$ cat config.mk
export PLATFORM = sky130hd
export DESIGN_NAME = kqns_queue
export DESIGN_NICKNAME = d
export VERILOG_FILES = /design/src/sv/kqns_pkg.sv /design/src/sv/kqns_queue.sv
export SDC_FILE = /design/constraint.sdc
export NUM_CORES = 1
export LEC_CHECK = 0
export ABC_AREA = 1
export CORE_AREA = 2 2 215 217
export CTS_CLUSTER_SIZE = 28
export DETAILED_ROUTE_END_ITERATION = 16
export DIE_AREA = 0 0 217 219
export DONT_BUFFER_PORTS = 1
export PLACE_DENSITY = 0.64
export SLEW_MARGIN = 15
export SYNTH_ARGS = -nofsm -noshare
export SYNTH_HDL_FRONTEND = slang
export SYNTH_SLANG_ARGS = --single-unit
$ cat constraint.sdc
create_clock -name clock -period 10.2 [get_ports clock]
set_input_delay 0 -clock clock [delete_from_list [all_inputs] [get_ports clock]]
set_output_delay 0 -clock clock [all_outputs]
set_load 0.02 [all_outputs]
$ cat src/sv/kqns_pkg.sv
package kqns_pkg;

   localparam int MAX_TRACKS_DEF  = 64;
   localparam int MAX_SAMPLES_DEF = 256;
   localparam int QUEUE_DEPTH     = 4;

   // csr register indexes
   localparam logic [2:0] CSR_FRAME_COUNT = 3'd0;
   localparam logic [2:0] CSR_END_FRAME   = 3'd1;
   localparam logic [2:0] CSR_PLAY_RATE   = 3'd2;
   localparam logic [2:0] CSR_LOOP_ENABLE = 3'd3;
   localparam logic [2:0] CSR_TRACK_COUNT = 3'd4;

   // request modes
   localparam logic [1:0] MODE_ROT    = 2'd0;
   localparam logic [1:0] MODE_ROOT   = 2'd1;
   localparam logic [1:0] MODE_SAMPLE = 2'd2;

   typedef enum logic [1:0] {
      OP_ROT,
      OP_ROOT,
      OP_SAMPLE
   } op_type;

   typedef struct packed {
      op_type      op;
      logic [5:0]  track;
      logic [7:0]  frame;
      logic [63:0] data;
      logic [7:0]  f0;
      logic [7:0]  f1;
      logic [14:0] alpha;
      logic [6:0]  tcount;
   } job_type;

   typedef struct packed {
      logic [7:0]  frame_count;
      logic [7:0]  end_frame;
      logic [15:0] play_rate;
      logic        loop_enable;
      logic [6:0]  track_count;
   } csr_type;

   typedef enum logic [2:0] {
      F_IDLE,
      F_MUL,
      F_CALC,
      F_DIV,
      F_PUSH
   } front_state_type;

   typedef enum logic [3:0] {
      B_IDLE,
      B_RT0,
      B_RT1,
      B_RT2,
      B_RT3,
      B_KA,
      B_KB,
      B_KC,
      B_DOT,
      B_Q,
      B_SQ,
      B_SQRT,
      B_DSET,
      B_DRUN,
      B_OUT
   } back_state_type;

endpackage

$ cat src/sv/kqns_queue.sv
module kqns_queue import kqns_pkg::*; (
   input  logic    clock,
   input  logic    reset,
   input  logic    push,
   input  job_type push_job,
   input  logic    pop,
   output job_type head,
   output logic    empty,
   output logic    full
);

   localparam int PW = (QUEUE_DEPTH > 1) ? $clog2(QUEUE_DEPTH) : 1;

   job_type         slots_ff [QUEUE_DEPTH];
   logic [PW-1:0]   wr_ff, wr_in;
   logic [PW-1:0]   rd_ff, rd_in;
   logic [PW:0]     cnt_ff, cnt_in;

   assign empty = (cnt_ff == '0);
   assign full  = (cnt_ff == (PW+1)'(QUEUE_DEPTH));
   assign head  = slots_ff[rd_ff];

   always_comb begin
      wr_in  = wr_ff;
      rd_in  = rd_ff;
      cnt_in = cnt_ff;
      if (push) begin
         wr_in = (32'(wr_ff) == QUEUE_DEPTH - 1) ? '0 : PW'(wr_ff + 1'b1);
      end
      if (pop) begin
         rd_in = (32'(rd_ff) == QUEUE_DEPTH - 1) ? '0 : PW'(rd_ff + 1'b1);
      end
      if (push && !pop) begin
         cnt_in = cnt_ff + 1'b1;
      end else if (pop && !push) begin
         cnt_in = cnt_ff - 1'b1;
      end
   end

   always_ff @(posedge clock) begin
      if (reset) begin
         wr_ff  <= '0;
         rd_ff  <= '0;
         cnt_ff <= '0;
      end else begin
         wr_ff  <= wr_in;
         rd_ff  <= rd_in;
         cnt_ff <= cnt_in;
      end
      if (push) begin
         slots_ff[wr_ff] <= push_job;
      end
   end

endmodule

==> results by stage <==
Cells and area:
- The ratio of cells with drive above 1 in the final layout is 6.751%.
- The relative area change from synthesis to final layout is 18.45%.
- The fill cell instance count of the final layout is 3807.
- The number of nets in the final layout is 1438.

Logic synthesis:
- Synthesis produced a netlist with a net count of 1329.
- The portion of the post-synthesis area used by sequential elements is 80.55%.
- The cell taking the most area after synthesis is edfxtp_1.
- The number of register bits inferred by synthesis is 481.
- After synthesis the cells add up to 17820 um2.
- In the post-synthesis netlist, the biggest area contributors are edfxtp_1 (80%), o21ai_0 (6.5%), nor2_1 (5.1%).
- The synthesized design contains 472 enable-type register cells.
- The synthesized area per cell is 14.85 um2.
- By count the netlist is led by edfxtp_1 (472), nor2_1 (244), o21ai_0 (232), o22ai_1 (118), clkbuf_1 (44).
- For this run, the number of Yosys warnings is 0.
- Counting flops with an async set or reset pin after synthesis yields a share of 0%.
- The number of distinct library cells after synthesis is 22.
- Of the post-synthesis cell area, the dominant cell type holds 79.54%.
- The post-synthesis cell count is 1200.
- edfxtp_1 is the most common cell in the netlist.
- Among all flip-flop cells after synthesis, the most frequent one is edfxtp_1.

Hold path:
- The worst hold path begins at push.
- The worst hold path passes through 2 cells.
- In this run the worst hold path is classified as in -> reg.
- The worst hold path terminates at slots_ff[0][7].

STA:
- The number of hold-slack violations in the final timing report is 0.
- The worst path needs 3416 ps of the cycle, external delays included.
- The clock tree skew after final layout is 18.71 ps.
- Derived from the worst setup path, the maximum achievable clock frequency is 292.7 MHz.
- Hold timing on the final database bottoms out at a slack of 74.51 ps.
- The number of pins exceeding their max-slew limit in the final report is 0.
- The worst relative slew slack is 33.59%.
- The final critical path takes up 33.49% of the cycle.
- The slew at the pin with the worst max-slew slack is 996.1 ps.
- The total negative slack for setup checks is 0 ps.
- Setup violations remaining at the end of the flow were counted as 0.
- Setup repair after global routing left no endpoint under its margin.

Worst setup path:
- The critical path goes through clkinv_2 > buf_4 > o21ai_0 > o22ai_1.
- The critical path endpoint category is an output pin.
- The slack of the worst reg-to-reg path is 7480 ps.
- The kind of critical path is reg -> out.
- The type of element launching the critical path is a register.
- Data arrives at the worst endpoint at 3420 ps.
- On the worst path, the slowest cell contributes a delay of 900 ps.
- The end of the worst register-to-register path is slots_ff[0][70].
- STA puts the critical path data required time at 10200 ps.
- The largest fanout on the critical path is 63.
- The number of cells on the worst reg-to-reg path is 5.
- The slowest cell on the critical path is clkinv_2.
- The beginning of the worst register-to-register path is wr_ff[0].

Detailed routing:
- The remaining antenna violation count after routing is 0.
- The first-pass iteration count of the detailed router is 5.
- For this block, the initial DRC count from the detailed router was 807.
- Wires add up to 38150 um.
- In the final routed layout, each cell accounts on average for 19.56 um.
- The total vias in the final route is 10110.
- The per-cell via count in the routed design is 5.186.
- The DRC violation count after routing is 0.

Clocking:
- The H-tree generated during clock tree synthesis spans 2 levels.
- Clock-pin slew was measured on the worst setup and hold paths at 60 ps.
- The tree built by TritonCTS fans out to 481 sinks.
- The number of clock buffers added by TritonCTS is 48.
- Post-CTS repair changed the size of 0 cells.
- CTS placed an instance of clkbuf_16 at the clock tree root.
- The TritonCTS clock tree is yes.
- The maximum count of clock buffers along a single path is 3.
- The clock latency at the later pin of the worst-skew pair is 570 ps.

Die:
- The number of core rows is 78.
- The floorplan core area is 45090 um2.
- The number of I/O pins is 242.
- The floorplan step defined a die boundary enclosing 47520 um2.
- In this run the horizontal extent of the chip is 217 um.
- For this configuration, the core starts out at a cell density of 39.52%.
- The die height is 219 um.

Placement:
- At the end of routability-driven placement, the weighted congestion stood at 0.6933.
- The detailed placer's ending HPWL is 20440 um.
- The count of buffers added on input and output ports is 0.

Run status:
- The run finished with clean final reports.

Global route:
- Global routing used 15.78% of the available tracks.
- The number of antenna violations at the first check in global routing is 3.
- The number of global-route vias before repair is 10020.
- Entering global routing, the biggest net connects 97 pins.
- The overflow left after global routing is 0.
- The first global-routing pass estimated 57620 um of wire.

Pwr:
- The sum of internal, switching and leakage power is 4421 uW.
- Power spread over the standard cell area amounts to 209.5 nW/um2.
- The leakage component of the power is 0.006859 uW.
- The worst-case vdd ir drop is 0.1909 mV.

Flow run:
- The number of max-cap violations is 0.
## flip-flops by register name (all words and copies together), names as in the netlist, named ones only
signal,flops
slots_ff,472
cnt_ff,3
rd_ff,2
wr_ff,2
## logic make-up (layout without fill, tap and decap cells)
group                      count (synthesis)  count (layout)  share of synthesized area [%]
xor gates and xnor gates                   1               1                        0.04916
buffers and inverters                     93             241                          2.443
DFF                                      481             481                          80.55
other                                      0               2                              0
and+or+nand+nor                          258             258                          5.484
AOI/OAI and AO/OA                        360             360                          10.94
adders and majority gates                  7               7                         0.5336
## through the flow
stage / area [um2] / setup slack (ps) / instances / utilization [%]
global placement: 18320 / 7282 / 1737 / 40.64
floorplan: 17820 / 6863 / 1200 / -
detailed placement: 18320 / 7294 / 1737 / 40.64
global route: 21110 / 6466 / 1950 / 46.81
CTS: 21100 / 6655 / 1948 / 46.80
finish: 21110 / 6784 / 1950 / 46.81
## cells in the final DEF, fill, tap and decap left out
cell type | netlist | final
edfxtp_1 | 472 | 472
nor2_1 | 244 | 244
o21ai_0 | 232 | 232
dlygate4sd3_1 | 0 | 122
o22ai_1 | 118 | 118
clkbuf_16 | 0 | 49
buf_4 | 3 | 14
clkbuf_1 | 44 | 12
inv_1 | 14 | 10
nand2_1 | 8 | 8
clkinv_1 | 1 | 8
o21ai_1 | 7 | 7
clkinv_2 | 0 | 7
dfxtp_1 | 9 | 7
inv_6 | 0 | 6
ha_1 | 6 | 6
bufinv_16 | 0 | 5
inv_4 | 0 | 4
nor3_1 | 4 | 4
a21oi_1 | 3 | 3
clkinvlp_4 | 0 | 3
diode_2 | 0 | 2
dfxtp_4 | 0 | 2
xor2_1 | 1 | 1
nand3_1 | 1 | 1
nand4_1 | 1 | 1
fa_1 | 1 | 1
clkinv_4 | 0 | 1
## worst max path at each step
stage	start	endpoint	slack, ps
2_1_floorplan	wr_ff[0]	slots_ff[3][0]	6860
3_3_place_gp	register	head[105]	7280
3_5_place_dp	register	head[105]	7290
4_1_cts	register	head[105]	6660
5_1_grt	register	head[98]	6470
6_report	register	head[109]	6780
## cell type report
cell class,count,area [um2],share of cell area (%)
diodes,2,5.005,0.02371
repair buffers,136,1326,6.284
well taps,600,750.7,3.557
flip-flops and latches,481,14360,68.04
inverters,16,76.32,0.3616
clock buffers,61,1271,6.023
multi-input cells,626,3030,14.36
clock inverters,28,285.3,1.352
## what timing repair did
| action | in CTS | in global routing |
|---|---|---|
| hold endpoints to repair | 503 | 0 |
| buffers inserted | 0 | 0 |
| hold buffers | 122 | 0 |
## per-layer routing
metal | up-vias | routed length [um] | global-route usage (%)
met5 | - | 13 | 0
met4 | 2 | 984 | 6.393
met3 | 67 | 2723 | 4.463
met2 | 296 | 18860 | 26.57
met1 | 4979 | 15570 | 19.19
li1 | 4769 | - | -
## critical path, delay by kind of cell (launching register included)
kind                   cells  cell delay (ps)
flip-flops                 1              780
buffers and inverters      2             1550
AO/OA/AOI/OAI              2              440
## power breakdown
group          switching, uW  internal [uW]  total [uW]
logic                    312           98.1         410
clock network            712           1010        1730
registers               24.4           2260        2290
total                   1050           3370        4420
Note: power is estimated with default switching activity, not from simulation.
