`src/sv/kqns_pkg.sv`:
```
package kqns_pkg;

   localparam int MAX_TRACKS_DEF  = 64;
   localparam int MAX_SAMPLES_DEF = 256;
   localparam int QUEUE_DEPTH     = 4;

   // csr register indexes
   localparam logic [2:0] CSR_FRAME_COUNT = 3'd0;
   localparam logic [2:0] CSR_END_FRAME   = 3'd1;
   localparam logic [2:0] CSR_PLAY_RATE   = 3'd2;
   localparam logic [2:0] CSR_LOOP_ENABLE = 3'd3;
   localparam logic [2:0] CSR_TRACK_COUNT = 3'd4;

   // request modes
   localparam logic [1:0] MODE_ROT    = 2'd0;
   localparam logic [1:0] MODE_ROOT   = 2'd1;
   localparam logic [1:0] MODE_SAMPLE = 2'd2;

   typedef enum logic [1:0] {
      OP_ROT,
      OP_ROOT,
      OP_SAMPLE
   } op_type;

   typedef struct packed {
      op_type      op;
      logic [5:0]  track;
      logic [7:0]  frame;
      logic [63:0] data;
      logic [7:0]  f0;
      logic [7:0]  f1;
      logic [14:0] alpha;
      logic [6:0]  tcount;
   } job_type;

   typedef struct packed {
      logic [7:0]  frame_count;
      logic [7:0]  end_frame;
      logic [15:0] play_rate;
      logic        loop_enable;
      logic [6:0]  track_count;
   } csr_type;

   typedef enum logic [2:0] {
      F_IDLE,
      F_MUL,
      F_CALC,
      F_DIV,
      F_PUSH
   } front_state_type;

   typedef enum logic [3:0] {
      B_IDLE,
      B_RT0,
      B_RT1,
      B_RT2,
      B_RT3,
      B_KA,
      B_KB,
      B_KC,
      B_DOT,
      B_Q,
      B_SQ,
      B_SQRT,
      B_DSET,
      B_DRUN,
      B_OUT
   } back_state_type;

endpackage

```
`src/sv/kqns_front.sv`:
```
module kqns_front import kqns_pkg::*; #(
   parameter int MAX_TRACKS  = MAX_TRACKS_DEF,
   parameter int MAX_SAMPLES = MAX_SAMPLES_DEF
) (
   input  logic        clock,
   input  logic        reset,
   input  csr_type     csr,
   input  logic        start,
   output logic        busy,
   input  logic [1:0]  req_mode,
   input  logic [5:0]  req_track,
   input  logic [7:0]  req_frame,
   input  logic [63:0] req_comp,
   input  logic [31:0] req_root_height,
   input  logic [31:0] req_time_q,
   output logic        push,
   output job_type     job,
   input  logic        full
);

   front_state_type state_ff, state_in;
   logic [31:0] time_ff, time_in;
   logic [23:0] int_ff, int_in;
   logic [23:0] frac_ff, frac_in;
   logic [7:0]  rem_ff, rem_in;
   logic [4:0]  cnt_ff, cnt_in;

   logic        accept;
   logic [47:0] prod;
   logic [7:0]  lim;
   logic [8:0]  rem_sh;
   logic [7:0]  f0;
   logic [7:0]  f1;
   logic [6:0]  ntrk;

   assign busy   = (state_ff != F_IDLE) || full;
   assign accept = start && !busy;
   assign prod   = time_ff * csr.play_rate;
   assign lim    = (csr.end_frame < csr.frame_count) ? csr.end_frame : csr.frame_count;
   assign rem_sh = {rem_ff, int_ff[23]};
   assign f0     = (int_ff > 24'(csr.frame_count)) ? csr.frame_count : int_ff[7:0];
   assign f1     = (({1'b0, f0} + 9'd1) > {1'b0, csr.frame_count}) ? csr.frame_count
                                                                   : 8'(f0 + 8'd1);
   assign ntrk   = (32'(csr.track_count) > MAX_TRACKS) ? 7'(MAX_TRACKS) : csr.track_count;

   always_ff @(posedge clock) begin
      if (reset) begin
         state_ff <= F_IDLE;
      end else begin
         state_ff <= state_in;
      end
      time_ff <= time_in;
      int_ff  <= int_in;
      frac_ff <= frac_in;
      rem_ff  <= rem_in;
      cnt_ff  <= cnt_in;
   end

   always_comb begin
      state_in = state_ff;
      time_in  = time_ff;
      int_in   = int_ff;
      frac_in  = frac_ff;
      rem_in   = rem_ff;
      cnt_in   = cnt_ff;
      push     = 1'b0;
      job      = '0;
      case (state_ff)
         F_IDLE: begin
            if (accept) begin
               case (req_mode)
                  MODE_ROT: begin
                     if ((32'(req_frame) < MAX_SAMPLES) && (32'(req_track) < MAX_TRACKS)) begin
                        push      = 1'b1;
                        job.op    = OP_ROT;
                        job.track = req_track;
                        job.frame = req_frame;
                        job.data  = req_comp;
                     end
                  end
                  MODE_ROOT: begin
                     if (32'(req_frame) < MAX_SAMPLES) begin
                        push      = 1'b1;
                        job.op    = OP_ROOT;
                        job.frame = req_frame;
                        job.data  = {32'd0, req_root_height};
                     end
                  end
                  MODE_SAMPLE: begin
                     time_in  = req_time_q;
                     state_in = F_MUL;
                  end
                  default: ;
               endcase
            end
         end
         F_MUL: begin
            int_in   = prod[47:24];
            frac_in  = prod[23:0];
            state_in = F_CALC;
         end
         F_CALC: begin
            if (csr.loop_enable) begin
               if (csr.frame_count == 8'd0) begin
                  int_in   = '0;
                  frac_in  = '0;
                  state_in = F_PUSH;
               end else begin
                  rem_in   = '0;
                  cnt_in   = 5'd23;
                  state_in = F_DIV;
               end
            end else begin
               if ((int_ff > 24'(lim)) || ((int_ff == 24'(lim)) && (frac_ff != '0))) begin
                  int_in  = 24'(lim);
                  frac_in = '0;
               end
               state_in = F_PUSH;
            end
         end
         F_DIV: begin
            // one quotient bit per cycle, only the remainder is kept
            int_in = {int_ff[22:0], 1'b0};
            if (rem_sh >= {1'b0, csr.frame_count}) begin
               rem_in = 8'(rem_sh - {1'b0, csr.frame_count});
            end else begin
               rem_in = rem_sh[7:0];
            end
            if (cnt_ff == 5'd0) begin
               int_in   = 24'(rem_in);
               state_in = F_PUSH;
            end else begin
               cnt_in = cnt_ff - 5'd1;
            end
         end
         F_PUSH: begin
            if (!full) begin
               push       = 1'b1;
               job.op     = OP_SAMPLE;
               job.f0     = f0;
               job.f1     = f1;
               job.alpha  = frac_ff[23:9];
               job.tcount = ntrk;
               state_in   = F_IDLE;
            end
         end
         default: state_in = F_IDLE;
      endcase
   end

endmodule

```
`config.mk`:
```
export PLATFORM = sky130hd
export DESIGN_NAME = kqns_front
export DESIGN_NICKNAME = d
export VERILOG_FILES = /design/src/sv/kqns_pkg.sv /design/src/sv/kqns_front.sv
export SDC_FILE = /design/constraint.sdc
export NUM_CORES = 1
export LEC_CHECK = 0
export ABC_AREA = 1
export BUFFER_PORTS_ARGS = -buffer_cell sky130_fd_sc_hd__buf_2
export CORE_ASPECT_RATIO = 0.7
export CORE_MARGIN = 1.5
export CORE_UTILIZATION = 50
export DETAILED_ROUTE_END_ITERATION = 8
export HOLD_SLACK_MARGIN = 0.03
export PLACE_DENSITY = 0.76
export SLEW_MARGIN = 0
export SYNTH_ARGS = -nofsm -noshare
export SYNTH_HDL_FRONTEND = slang
export SYNTH_SLANG_ARGS = --single-unit
export TNS_END_PERCENT = 1
```
`constraint.sdc`:
```
create_clock -name clock -period 8.68 [get_ports clock]
set_clock_uncertainty 0.05 [all_clocks]
set_input_delay 2.604 -clock clock [delete_from_list [all_inputs] [get_ports clock]]
set_output_delay 2.604 -clock clock [all_outputs]
set_load 0.005 [all_outputs]
```
==> metrics.txt <==
# TYPE chip_impl_metric gauge
chip_impl_metric{name="postRouteAntennaNets",unit=""} 0
chip_impl_info{name="setup.worst_path.start",value="csr[34]"} 1
chip_impl_metric{name="finalHoldViolCount",unit=""} 0
chip_impl_info{name="synthMostInstantiatedCell",value="nand2_1"} 1
chip_impl_metric{name="drcViolationCount",unit=""} 0
chip_impl_metric{name="wire_per_inst",unit="um"} 17.2
chip_impl_metric{name="grt_overflow",unit=""} 0
chip_impl_metric{name="groute.usage.overall",unit=""} 0.292
chip_impl_info{name="synth_largest_area_cell",value="fa_1"} 1
chip_impl_metric{name="mappedNetlistNets",unit=""} 3904
chip_impl_info{name="synth_ff_type",value="edfxtp_1"} 1
chip_impl_metric{name="maxSlewHeadroom",unit=""} 0.299
chip_impl_info{name="reg2reg_from",value="time_ff[7]"} 1
chip_impl_info{name="worstReg2RegEnd",value="int_ff[14]"} 1
chip_impl_metric{name="worst-slew-pin-transition",unit="ns"} 1.05
chip_impl_metric{name="tns",unit="ns"} 0
chip_impl_metric{name="synth.top_cell.area_share",unit=""} 0.356
chip_impl_metric{name="number_of_flops_mapped_to_enable_cells_by_yosys",unit=""} 93
chip_impl_metric{name="number_of_distinct_library_cell_variants_in_the_gate_level_netlist_after_synthesis",unit=""} 49
chip_impl_metric{name="drt_pass_1_iters",unit=""} 8
chip_impl_metric{name="ff2ff_path_depth",unit=""} 25
chip_impl_info{name="yosys-top-cells-count",value="nand2_1, inv_1, fa_1"} 1
chip_impl_info{name="timing.hold.worst.class",value="reg -> reg"} 1
chip_impl_info{name="hold_path.startpoint",value="int_ff[16]"} 1
chip_impl_metric{name="floorplan.die.height",unit="um"} 185
chip_impl_metric{name="drive_above_1_share",unit=""} 0.152
chip_impl_metric{name="coreArea",unit="um^2"} 46500
chip_impl_metric{name="post-dp-hpwl",unit="um"} 57100
chip_impl_metric{name="dieWidth",unit="um"} 263
chip_impl_metric{name="worst_setup_hold_path_clk_slew",unit="ns"} 0.08
chip_impl_metric{name="post_synth.cell_area_avg",unit="um^2"} 7.52
chip_impl_metric{name="first_pass_grt_wire_length",unit="um"} 110000
chip_impl_metric{name="design.portCount",unit=""} 308
chip_impl_info{name="crit_path_frequent_cell",value="nand2_2"} 1
chip_impl_metric{name="synth.yosys.seq_area_share",unit=""} 0.121
chip_impl_metric{name="layout.nets",unit=""} 4175
chip_impl_metric{name="initial_antenna_violation_count",unit=""} 15
chip_impl_metric{name="final_hold_slack",unit="ns"} 0.511
chip_impl_metric{name="arrival",unit="ns"} 5.97
chip_impl_metric{name="area.growth.synth_to_final",unit="%"} 13.5
chip_impl_metric{name="maxCapViolations",unit=""} 0
chip_impl_metric{name="vias_after_detailed_routing",unit=""} 20940
chip_impl_metric{name="cp_data_required_time",unit="ns"} 6.03
chip_impl_info{name="tritoncts",value="built"} 1
chip_impl_info{name="capture_point_of_the_worst_path",value="job[24]"} 1
chip_impl_info{name="synthTopCellsByArea",value="fa_1, nand2_1, inv_1"} 1
chip_impl_info{name="type_of_element_capturing_the_critical_path",value="primary output"} 1
chip_impl_metric{name="clockBufferDepth",unit=""} 2
chip_impl_info{name="timing_worst_setup_path_type",value="in -> out"} 1
chip_impl_metric{name="achievable-frequency",unit="MHz"} 116
chip_impl_metric{name="insertion_delay",unit="ns"} 0.39
chip_impl_metric{name="ys_ff_latch",unit=""} 96
chip_impl_metric{name="floorplan.initialDensity",unit=""} 0.507
chip_impl_metric{name="timing.critical_path.slowest_cell_delay",unit="ns"} 0.34
chip_impl_metric{name="layout_worst_path_cycle_share",unit=""} 0.994
chip_impl_metric{name="timing.critical_path.fanout_max",unit=""} 4
chip_impl_metric{name="htree_levels",unit=""} 3
chip_impl_metric{name="final.min_clock_period",unit="ns"} 8.63
chip_impl_metric{name="worst-r2r-setup-slack",unit="ns"} 2.07
chip_impl_metric{name="port-buffer-count",unit=""} 307
chip_impl_metric{name="area_of_the_die",unit="um^2"} 48500
chip_impl_metric{name="mappedNetlistArea",unit="um^2"} 23600
chip_impl_metric{name="syn-instance-count",unit=""} 3136
chip_impl_info{name="timing.critical_path.from_type",value="input port"} 1
chip_impl_info{name="critical-path-slowest-cell",value="ha_1"} 1
chip_impl_metric{name="asyncSetResetFlopFracSynth",unit=""} 0
chip_impl_metric{name="place.gp.congestion",unit=""} 0.988
chip_impl_metric{name="report.final.slew_viol_count",unit=""} 0
chip_impl_metric{name="tritoncts.num_buffers",unit=""} 9
chip_impl_metric{name="setup_viol",unit=""} 0
chip_impl_metric{name="route.detailed.vias_per_inst",unit=""} 5.20
chip_impl_metric{name="ys.warnings.count",unit=""} 0
chip_impl_info{name="run_status",value="complete, no violations"} 1
chip_impl_metric{name="grt_max_degree",unit=""} 51
chip_impl_metric{name="placementRows",unit=""} 66
chip_impl_metric{name="hold_buffer_count_at_cts",unit=""} 0
chip_impl_metric{name="first_iter_violations",unit=""} 2045
chip_impl_info{name="root_buffer",value="clkbuf_16"} 1
chip_impl_metric{name="first_global_vias",unit=""} 20202
chip_impl_metric{name="drt_wl_total",unit="um"} 69200
chip_impl_metric{name="cts.sink_count",unit=""} 96
==> metal layers <==
layer | vias up | GRT usage | wire length (um)
met1 | 10073 | 0.433 | 31300
met4 | 26 | 0.0516 | 1000
met3 | 105 | 0.0844 | 7700
met5 | - | 0.0100 | 214
met2 | 959 | 0.424 | 29000
li1 | 9777 | - | -
==> area by class of cell <==
class                   instances  area, um^2
repair buffers                400        2370
diodes                          2        5.00
flip-flops and latches         96        2850
clock inverters                 6         113
inverters                     822        3090
fillers                      4245       19700
clock buffers                  10         229
multi-input cells            2078       17300
well taps                     612         766
==> cells in the final DEF (no fill, tap or decap), drive strengths merged <==
cell    instances
o211ai          3
o31a            1
o21bai          9
buf           400
xnor2           8
a21o            9
o31ai           2
o21ai          90
and2            1
and3            3
nor3           11
o21a            4
a31oi           7
edfxtp         93
fa            419
a32o           32
nand3          66
clkbuf         10
nand3b          3
ha            161
o211a           1
nand2         842
o22ai           1
bufinv          3
xor2           10
diode           2
clkinv          1
nor4            6
inv           824
nor3b           1
a21oi         107
or2            23
a21boi          4
dfxtp           3
nor2          239
nand4          14
o32ai           1
==> cell families (layout without fill, tap and decap cells) <==
group / after synthesis / in the layout / share of synthesized area
buf+inv: 963 / 1238 / 0.154
fa+ha+maj: 580 / 580 / 0.441
simple gates: 1208 / 1209 / 0.207
compound gates: 271 / 271 / 0.0691
other cells: 0 / 2 / 0
xor+xnor: 18 / 18 / 0.00669
flops: 96 / 96 / 0.121
==> critical path, delay by kind of cell <==
family                   cells  cell delay [ns]
XOR/XNOR                     1             0.12
adder cells (fa/ha/maj)      3             0.75
buffers and inverters        7             0.63
AO/OA/AOI/OAI                5             0.63
AND/OR/NAND/NOR             13             1.21
==> through the flow <==
stage	instance area, um^2	worst slack [ns]	util	instances
2_1_floorplan	23600	0.203	-	3136
3_3_place_gp	26100	-0.0198	0.561	3999
3_5_place_dp	26100	-0.144	0.561	3999
4_1_cts	26400	0.0153	0.569	4015
5_1_grt	26700	-0.101	0.575	4024
6_report	26800	0.0531	0.575	4026
==> how the worst min path moves through the flow <==
stage | to | slack (ns) | cells past startpoint
6_report | int_ff[17] | 0.51 | 2
2_1_floorplan | state_ff[0] | 0.47 | 2
4_1_cts | int_ff[17] | 0.51 | 2
3_3_place_gp | int_ff[14] | 0.48 | 2
3_5_place_dp | int_ff[18] | 0.50 | 2
5_1_grt | int_ff[17] | 0.53 | 2
==> sequential cells by signal (all words and copies together) (netlist names) <==
name / flops
int_ff: 24
state_ff: 3
rem_ff: 8
time_ff: 32
cnt_ff: 5
frac_ff: 24
==> what timing repair did <==
item,in CTS,in global routing
gates resized for setup,2,56
buffers inserted,0,9
pin swaps,0,27
gates cloned,0,1
endpoints found under the setup margin,8,8
Power is left out: the tool's default activity adds up to more than one toggle a clock period on the data nets, which glitch-free logic cannot reach.
